<file path="src/fcp_pkg.sv">
// ----------------------------------------------------------------------------
// fcp_pkg
// Shared widths, codes and helpers for the framed command parser.
// ----------------------------------------------------------------------------
`default_nettype none

package fcp_pkg;

   localparam int CHAR_W  = 8;
   localparam int CMD_W   = 3;
   localparam int PARAM_W = 44;
   localparam int ERR_W   = 3;
   localparam int COUNT_W = 5;
   localparam int CSR_IDX_W = 8;

   // longest frame accepted, in characters (3 to 31)
   localparam int MAX_LEN = 16;

   typedef logic [CHAR_W-1:0]    char_type;
   typedef logic [CMD_W-1:0]     cmd_type;
   typedef logic [PARAM_W-1:0]   param_type;
   typedef logic [ERR_W-1:0]     err_type;
   typedef logic [COUNT_W-1:0]   count_type;
   typedef logic [CSR_IDX_W-1:0] csr_idx_type;

   // register indexes
   localparam csr_idx_type CSR_START_CHAR = 8'd0;
   localparam csr_idx_type CSR_END_CHAR   = 8'd1;

   localparam char_type START_CHAR_RESET = 8'd35;  // '#'
   localparam char_type END_CHAR_RESET   = 8'd59;  // ';'

   // command codes
   localparam cmd_type CMD_F    = 3'd0;
   localparam cmd_type CMD_B    = 3'd1;
   localparam cmd_type CMD_L    = 3'd2;
   localparam cmd_type CMD_R    = 3'd3;
   localparam cmd_type CMD_S    = 3'd4;
   localparam cmd_type CMD_P    = 3'd5;
   localparam cmd_type CMD_NONE = 3'd7;

   // error classes
   localparam err_type ERR_NONE   = 3'd0;
   localparam err_type ERR_LENGTH = 3'd1;
   localparam err_type ERR_DELIM  = 3'd2;
   localparam err_type ERR_CMD    = 3'd3;
   localparam err_type ERR_DIGITS = 3'd4;

   localparam char_type CHAR_ZERO = 8'h30;  // '0'
   localparam char_type CHAR_NINE = 8'h39;  // '9'

   localparam count_type COUNT_MAX = 5'd31;

   function automatic cmd_type command_of(input char_type c);
      cmd_type code;
      case (c)
         8'h46:   code = CMD_F;  // 'F'
         8'h42:   code = CMD_B;  // 'B'
         8'h4C:   code = CMD_L;  // 'L'
         8'h52:   code = CMD_R;  // 'R'
         8'h53:   code = CMD_S;  // 'S'
         8'h50:   code = CMD_P;  // 'P'
         default: code = CMD_NONE;
      endcase
      return code;
   endfunction

endpackage

`default_nettype wire

</file>
<file path="src/fcp_if.sv">
// ----------------------------------------------------------------------------
// fcp channel interfaces
// Valid/ready channels for characters in, parse results out and csr writes.
// ----------------------------------------------------------------------------
`default_nettype none

interface fcp_req_if;
   import fcp_pkg::*;
   logic     valid;
   logic     ready;
   char_type char_value;
   logic     end_of_string;

   modport source (output valid, output char_value, output end_of_string, input ready);
   modport sink   (input valid, input char_value, input end_of_string, output ready);
endinterface

interface fcp_rsp_if;
   import fcp_pkg::*;
   logic      valid;
   logic      ready;
   logic      frame_ok;
   cmd_type   command_code;
   param_type param_value;
   err_type   error_class;

   modport source (output valid, output frame_ok, output command_code,
                   output param_value, output error_class, input ready);
   modport sink   (input valid, input frame_ok, input command_code,
                   input param_value, input error_class, output ready);
endinterface

interface fcp_csr_if;
   import fcp_pkg::*;
   logic        valid;
   logic        ready;
   csr_idx_type index;
   char_type    data;

   modport source (output valid, output index, output data, input ready);
   modport sink   (input valid, input index, input data, output ready);
endinterface

`default_nettype wire

</file>
<file path="src/framed_command_parser_top.sv">
// ----------------------------------------------------------------------------
// framed_command_parser_top
// Parses delimited command frames, one character per beat, into a command,
// a decimal parameter and an error class.
// ----------------------------------------------------------------------------
//  channel   dir  payload
//  req_chan  in   char_value[7:0], end_of_string
//  rsp_chan  out  frame_ok, command_code[2:0], param_value[43:0], error_class[2:0]
//  csr_chan  in   index[7:0] (0 start char, 1 end char), data[7:0]
//
//  One beat per cycle while the result is not stalled; a beat is held in the input
//  register, and a frame's result is then registered in the output register.
//  The digit multiply-accumulate (x10 + digit, saturating) sets the path.
//  A waiting result stalls only the input register; one more beat is taken.
//  Synchronous reset restores both delimiters and clears the frame state.
// ----------------------------------------------------------------------------
`default_nettype none

module framed_command_parser_top #(
   parameter int MAX_LEN = fcp_pkg::MAX_LEN
) (
   input  wire logic clock,
   input  wire logic reset,
   fcp_req_if.sink   req_chan,
   fcp_rsp_if.source rsp_chan,
   fcp_csr_if.sink   csr_chan
);
   import fcp_pkg::*;

   localparam logic [COUNT_W:0] MAX_LEN_W = (COUNT_W+1)'(MAX_LEN);
   localparam logic [COUNT_W:0] MIN_LEN_W = (COUNT_W+1)'(3);

   // input register
   logic      in_valid_ff, in_valid_in;
   char_type  in_char_ff, in_char_in;
   logic      in_last_ff, in_last_in;

   // delimiters
   char_type  start_char_ff, start_char_in;
   char_type  end_char_ff, end_char_in;

   // frame state
   count_type count_ff, count_in;
   logic      opener_ok_ff, opener_ok_in;
   char_type  cmd_byte_ff, cmd_byte_in;
   logic      digits_ok_ff, digits_ok_in;
   param_type acc_ff, acc_in;

   // result register
   logic      rsp_valid_ff, rsp_valid_in;
   logic      rsp_ok_ff, rsp_ok_in;
   cmd_type   rsp_cmd_ff, rsp_cmd_in;
   param_type rsp_param_ff, rsp_param_in;
   err_type   rsp_err_ff, rsp_err_in;

   logic              advance;
   logic              process;
   logic              is_digit;
   logic [PARAM_W+3:0] acc_wide;
   logic [PARAM_W+3:0] acc_mac;
   logic [COUNT_W:0]  length;
   cmd_type           cmd;
   err_type           err;
   logic [COUNT_W:0]  pos_w;

   assign advance = !rsp_valid_ff || rsp_chan.ready;
   assign process = in_valid_ff && advance;

   assign req_chan.ready = !in_valid_ff || advance;
   assign csr_chan.ready = 1'b1;

   assign rsp_chan.valid        = rsp_valid_ff;
   assign rsp_chan.frame_ok     = rsp_ok_ff;
   assign rsp_chan.command_code = rsp_cmd_ff;
   assign rsp_chan.param_value  = rsp_param_ff;
   assign rsp_chan.error_class  = rsp_err_ff;

   assign is_digit = (in_char_ff >= CHAR_ZERO) && (in_char_ff <= CHAR_NINE);
   assign acc_wide = {4'b0, acc_ff};
   // acc*10 + digit; saturate when it leaves 44 bits
   assign acc_mac  = (acc_wide << 3) + (acc_wide << 1)
                   + {{(PARAM_W){1'b0}}, in_char_ff[3:0]};

   assign pos_w  = {1'b0, count_ff};
   assign length = pos_w + (COUNT_W+1)'(1);
   assign cmd    = command_of(cmd_byte_ff);

   always_comb begin
      if (length < MIN_LEN_W || length > MAX_LEN_W) begin
         err = ERR_LENGTH;
      end else if (!opener_ok_ff || in_char_ff != end_char_ff) begin
         err = ERR_DELIM;
      end else if (cmd == CMD_NONE) begin
         err = ERR_CMD;
      end else if (!digits_ok_ff) begin
         err = ERR_DIGITS;
      end else begin
         err = ERR_NONE;
      end
   end

   always_comb begin
      in_valid_in   = in_valid_ff;
      in_char_in    = in_char_ff;
      in_last_in    = in_last_ff;
      start_char_in = start_char_ff;
      end_char_in   = end_char_ff;
      count_in      = count_ff;
      opener_ok_in  = opener_ok_ff;
      cmd_byte_in   = cmd_byte_ff;
      digits_ok_in  = digits_ok_ff;
      acc_in        = acc_ff;
      rsp_valid_in  = rsp_valid_ff;
      rsp_ok_in     = rsp_ok_ff;
      rsp_cmd_in    = rsp_cmd_ff;
      rsp_param_in  = rsp_param_ff;
      rsp_err_in    = rsp_err_ff;

      if (csr_chan.valid) begin
         case (csr_chan.index)
            CSR_START_CHAR: start_char_in = csr_chan.data;
            CSR_END_CHAR:   end_char_in   = csr_chan.data;
            default:        ;
         endcase
      end

      if (rsp_valid_ff && rsp_chan.ready) begin
         rsp_valid_in = 1'b0;
      end

      if (process) begin
         in_valid_in = 1'b0;
         if (in_last_ff) begin
            rsp_valid_in = 1'b1;
            rsp_ok_in    = (err == ERR_NONE);
            rsp_cmd_in   = (err == ERR_NONE) ? cmd : CMD_F;
            rsp_param_in = (err == ERR_NONE) ? acc_ff : '0;
            rsp_err_in   = err;
            count_in     = '0;
            opener_ok_in = 1'b0;
            cmd_byte_in  = '0;
            digits_ok_in = 1'b1;
            acc_in       = '0;
         end else begin
            if (count_ff == '0) begin
               opener_ok_in = (in_char_ff == start_char_ff);
            end else if (count_ff == COUNT_W'(1)) begin
               cmd_byte_in = in_char_ff;
            end else if (pos_w < MAX_LEN_W) begin
               if (is_digit) begin
                  acc_in = (acc_mac[PARAM_W+3:PARAM_W] != 4'b0) ? '1
                                                                : acc_mac[PARAM_W-1:0];
               end else begin
                  digits_ok_in = 1'b0;
               end
            end
            if (count_ff != COUNT_MAX) begin
               count_in = count_ff + COUNT_W'(1);
            end
         end
      end

      if (req_chan.valid && req_chan.ready) begin
         in_valid_in = 1'b1;
         in_char_in  = req_chan.char_value;
         in_last_in  = req_chan.end_of_string;
      end
   end

   always_ff @(posedge clock) begin
      if (reset) begin
         in_valid_ff   <= 1'b0;
         rsp_valid_ff  <= 1'b0;
         start_char_ff <= START_CHAR_RESET;
         end_char_ff   <= END_CHAR_RESET;
         count_ff      <= '0;
         opener_ok_ff  <= 1'b0;
         cmd_byte_ff   <= '0;
         digits_ok_ff  <= 1'b1;
         acc_ff        <= '0;
      end else begin
         in_valid_ff   <= in_valid_in;
         rsp_valid_ff  <= rsp_valid_in;
         start_char_ff <= start_char_in;
         end_char_ff   <= end_char_in;
         count_ff      <= count_in;
         opener_ok_ff  <= opener_ok_in;
         cmd_byte_ff   <= cmd_byte_in;
         digits_ok_ff  <= digits_ok_in;
         acc_ff        <= acc_in;
      end
   end

   // payload registers
   always_ff @(posedge clock) begin
      in_char_ff   <= in_char_in;
      in_last_ff   <= in_last_in;
      rsp_ok_ff    <= rsp_ok_in;
      rsp_cmd_ff   <= rsp_cmd_in;
      rsp_param_ff <= rsp_param_in;
      rsp_err_ff   <= rsp_err_in;
   end

endmodule

`default_nettype wire
</file>
<file path="src/flat_wrapper.sv">
// flat-port wrapper written by rule: the top's interface ports become plain ports
module framed_command_parser_top_flat import fcp_pkg::*;
#(
   parameter int MAX_LEN = fcp_pkg::MAX_LEN
)
  (clock, reset, req_chan_valid, req_chan_char_value, req_chan_end_of_string, req_chan_ready, rsp_chan_valid, rsp_chan_frame_ok, rsp_chan_command_code, rsp_chan_param_value, rsp_chan_error_class, rsp_chan_ready, csr_chan_valid, csr_chan_index, csr_chan_data, csr_chan_ready);
  fcp_req_if req_chan_i ();
  fcp_rsp_if rsp_chan_i ();
  fcp_csr_if csr_chan_i ();
  input  wire logic clock;
  input  wire logic reset;
  input wire logic [$bits(req_chan_i.valid)-1:0] req_chan_valid;
  input wire logic [$bits(req_chan_i.char_value)-1:0] req_chan_char_value;
  input wire logic [$bits(req_chan_i.end_of_string)-1:0] req_chan_end_of_string;
  output wire logic [$bits(req_chan_i.ready)-1:0] req_chan_ready;
  output wire logic [$bits(rsp_chan_i.valid)-1:0] rsp_chan_valid;
  output wire logic [$bits(rsp_chan_i.frame_ok)-1:0] rsp_chan_frame_ok;
  output wire logic [$bits(rsp_chan_i.command_code)-1:0] rsp_chan_command_code;
  output wire logic [$bits(rsp_chan_i.param_value)-1:0] rsp_chan_param_value;
  output wire logic [$bits(rsp_chan_i.error_class)-1:0] rsp_chan_error_class;
  input wire logic [$bits(rsp_chan_i.ready)-1:0] rsp_chan_ready;
  input wire logic [$bits(csr_chan_i.valid)-1:0] csr_chan_valid;
  input wire logic [$bits(csr_chan_i.index)-1:0] csr_chan_index;
  input wire logic [$bits(csr_chan_i.data)-1:0] csr_chan_data;
  output wire logic [$bits(csr_chan_i.ready)-1:0] csr_chan_ready;
  assign req_chan_i.valid = req_chan_valid;
  assign req_chan_i.char_value = req_chan_char_value;
  assign req_chan_i.end_of_string = req_chan_end_of_string;
  assign req_chan_ready = req_chan_i.ready;
  assign rsp_chan_valid = rsp_chan_i.valid;
  assign rsp_chan_frame_ok = rsp_chan_i.frame_ok;
  assign rsp_chan_command_code = rsp_chan_i.command_code;
  assign rsp_chan_param_value = rsp_chan_i.param_value;
  assign rsp_chan_error_class = rsp_chan_i.error_class;
  assign rsp_chan_i.ready = rsp_chan_ready;
  assign csr_chan_i.valid = csr_chan_valid;
  assign csr_chan_i.index = csr_chan_index;
  assign csr_chan_i.data = csr_chan_data;
  assign csr_chan_ready = csr_chan_i.ready;
  framed_command_parser_top #(.MAX_LEN(MAX_LEN)) u_core (.clock(clock), .reset(reset), .req_chan(req_chan_i), .rsp_chan(rsp_chan_i), .csr_chan(csr_chan_i));
endmodule
</file>
<file path="config.mk">
export PLATFORM = sky130hd
export DESIGN_NAME = framed_command_parser_top_flat
export DESIGN_NICKNAME = d
export VERILOG_FILES = /design/src/fcp_pkg.sv /design/src/fcp_if.sv /design/src/framed_command_parser_top.sv /design/src/flat_wrapper.sv
export SDC_FILE = /design/constraint.sdc
export NUM_CORES = 1
export LEC_CHECK = 0
export BUFFER_PORTS_ARGS = -buffer_cell sky130_fd_sc_hd__buf_2
export CORE_UTILIZATION = 50
export CTS_BUF_LIST = sky130_fd_sc_hd__clkbuf_8
export DETAILED_ROUTE_END_ITERATION = 7
export GPL_TIMING_DRIVEN = 0
export PLACE_DENSITY = 0.73
export SKIP_CTS_REPAIR_TIMING = 1
export SLEW_MARGIN = 20
export SYNTH_ARGS = -nofsm -noshare
export SYNTH_HDL_FRONTEND = slang
export SYNTH_SLANG_ARGS = --single-unit
</file>
<file path="constraint.sdc">
create_clock -name clock -period 9.5 [get_ports clock]
set_input_delay 2.375 -clock clock [delete_from_list [all_inputs] [get_ports clock]]
set_output_delay 2.375 -clock clock [all_outputs]
set_load 0.01 [all_outputs]
</file>
==> impl_metrics.tcl <==
set metrics [dict create \
    track_usage_pct 23.2 \
    power_leakage_nw 4.53 \
    cts_tree "done" \
    netlist_area_um2 8710 \
    gp_congestion 0.932 \
    grt_max_degree 29 \
    synth_xor_xnor_area_share_pct 5.83 \
    synthArstFlopShare_pct 0 \
    worstSetupPathType "input pin to primary output" \
    fin_skew_ns 0.0135 \
    tightest_slew_ns 1.01 \
    crit_path_end_kind "primary output" \
    dp_cells 1253 \
    fin_setup_tns_ns 0 \
    synth_top_area_cell "edfxtp_1" \
    path_max_fanout 3 \
    synth_top_area_share_pct 20.7 \
    path_clk_slew_ns 0.09 \
    die_y_um 134 \
    required_ns 7.13 \
    die_area_um2 18000 \
    status "completed" \
    drt_wl_total_um 20300 \
    drv_slew 0 \
    stdcell_area_um2 9800 \
    syn_nets 1076 \
    fmax_mhz 192 \
    clk_path_buf_depth 2 \
    dp_hpwl_um 14900 \
    first_iter_violations 602 \
    finalCriticalPeriod_ns 5.20 \
    nets 1177 \
    grt_pass1_vias 6665 \
    antenna_found_initial 0 \
    synth_edf_count 60 \
    synth_cells 951 \
    maxCapViolCount 0 \
    placed_area_um2 9410 \
    p_per_area_nw_per_um2 116 \
    muxShareOfSynthArea_pct 1.15 \
    startpoint_type "input pin" \
    rsz0062_at_grt "no" \
    finalHoldViolCount 0 \
    drive_gt1_share_pct 12.7 \
    cts_sinks 137 \
    ys_warn_count 0 \
    synth_ff_type "dfxtp_1" \
    setup_viol 0 \
    synth_compound_area_share_pct 18.3 \
    synth-simple-area-share_pct 19.1 \
    start_util_pct 51.8 \
    yosys-top-cells-area "edfxtp_1 (21%), dfxtp_1 (18%), ha_1 (13%)" \
    synth_fa_ha_area_share_pct 13.8 \
    cts_root_buffer "clkbuf_8" \
    rows 47 \
    yosysMostFrequentCell "nand2_1" \
    via_per_inst 5.63 \
    synth_area_per_cell_um2 9.16 \
    coreArea_um2 16800 \
    overflow 0 \
    vias 7237 \
    irDropWorstVdd_uv 81.4 \
    die_w_um 134 \
    relSlewSlack_pct 32.2 \
    ant_nets 0 \
    synth_top_family_by_area "simple AND/OR/NAND/NOR gates" \
    antennaDiodeCount 0 \
    synth_seq_cells 137 \
    seq_area_frac_synth_pct 38.4 \
    h-tree-depth 4 \
    area_growth_pct 12.6 \
    clock_latency_ns 0.47 \
    hp-class "flip-flop to flip-flop" \
    wl_per_cell_um 15.8 \
    firstDrtPassIters 5 \
    synth_cell_types 72 \
    cts_buffers 17 \
    port_buffers 81 \
    ios 84 \
    grt_pass1_wl_um 33100 \
    drc 0 \
    synth.top_cells.by_count "nand2_1 (118), ha_1 (93), dfxtp_1 (77), nor2_1 (73), edfxtp_1 (60)" \
    crit_arrival_ns 2.83 \
    fin_crit_sh_pct 54.8 \
    fin_cells 1285 \
    final_util_pct 58.3 \
]
power by group:
group	total, W	leakage, nW	switching (W)	internal [W]
logic	0.0000404	3.07	0.0000259	0.0000145
registers	0.000624	1.26	0.00000573	0.000618
clock network	0.000474	0.197	0.000278	0.000196
through the flow:
stage               worst slack (ns)  hold slack [ns]  power (W)
floorplan                       4.54            0.447   0.000659
global placement                3.45            0.459   0.000676
CTS                             4.30            0.481    0.00115
finish                          4.30            0.476    0.00114
global route                    4.26            0.504    0.00118
detailed placement              4.30            0.472   0.000677
layout by cell type (no fill, tap or decap), types with 11 or more instances in the layout:
cell / synthesis / routed
a21oi_1: 59 / 59
o21bai_1: 13 / 13
a21o_1: 16 / 16
nor3b_1: 13 / 12
inv_1: 24 / 23
o21ai_0: 57 / 57
nor2_1: 73 / 73
xor2_1: 21 / 21
dfxtp_1: 77 / 77
edfxtp_1: 60 / 60
nor3_1: 11 / 11
nand3_1: 12 / 12
buf_2: 3 / 84
clkbuf_8: 0 / 17
a31oi_1: 11 / 11
xnor2_1: 37 / 37
nand4_1: 14 / 14
nand2_1: 118 / 118
ha_1: 93 / 93
clkbuf_1: 38 / 38
and2_1: 54 / 54
worst max-delay path, cell delays in order:
cell and delay [ns]:
buf_2 0.10, nand3b_1 0.19, buf_2 0.17
state kept, by name, indices dropped and copies added, names as in the netlist, 3 cells and up:
signal / cells
u_core.rsp_chan.error_class: 3
u_core.rsp_chan.param_value: 44
u_core.cmd_byte_ff: 8
u_core.rsp_chan.command_code: 3
u_core.acc_ff: 44
u_core.count_ff: 5
u_core.start_char_ff: 8
u_core.in_char_ff: 8
u_core.end_char_ff: 8
layer usage:
| layer | vias to the layer above | part of all wire [%] | GRT usage [%] |
|---|---|---|---|
| met3 | 27 | 4.5 | 3.97 |
| met5 | - | 0 | 0 |
| met1 | 3374 | 47 | 31.9 |
| met2 | 209 | 47 | 37.7 |
| met4 | 0 | 1.3 | 6.06 |
| li1 | 3627 | - | - |
logic make-up (layout without fill, tap and decap cells):
| group | Yosys count | in the layout |
|---|---|---|
| and+or+nand+nor | 339 | 339 |
| other | 1 | 1 |
| AOI/OAI and AO/OA | 239 | 239 |
| adders and majority gates | 95 | 95 |
| DFF | 137 | 137 |
| muxes | 10 | 10 |
| buffers and inverters | 72 | 186 |
| xor gates and xnor gates | 58 | 58 |
path summary, 6_finish.rpt:
kind	startpoint	endpoint	slack, ns	cells after the start
setup / recovery	rsp_chan_ready	req_chan_ready	4.30	3
hold / removal	u_core.acc_ff[4]	u_core.acc_ff[4]	0.48	2
setup reg to reg	u_core.in_char_ff[3]	u_core.acc_ff[30]	5.01	13
hold reg to reg	u_core.acc_ff[4]	u_core.acc_ff[4]	0.48	2
area by class of cell:
class | count | area [µm²]
fillers | 1539 | 7020
multi-input cells | 742 | 5080
flip-flops and latches | 137 | 3340
repair buffers | 82 | 425
well taps | 220 | 275
clock buffers | 17 | 234
plain buffers | 48 | 203
clock inverters | 15 | 154
inverters | 24 | 90.1
(Power assumes the default switching activity.)
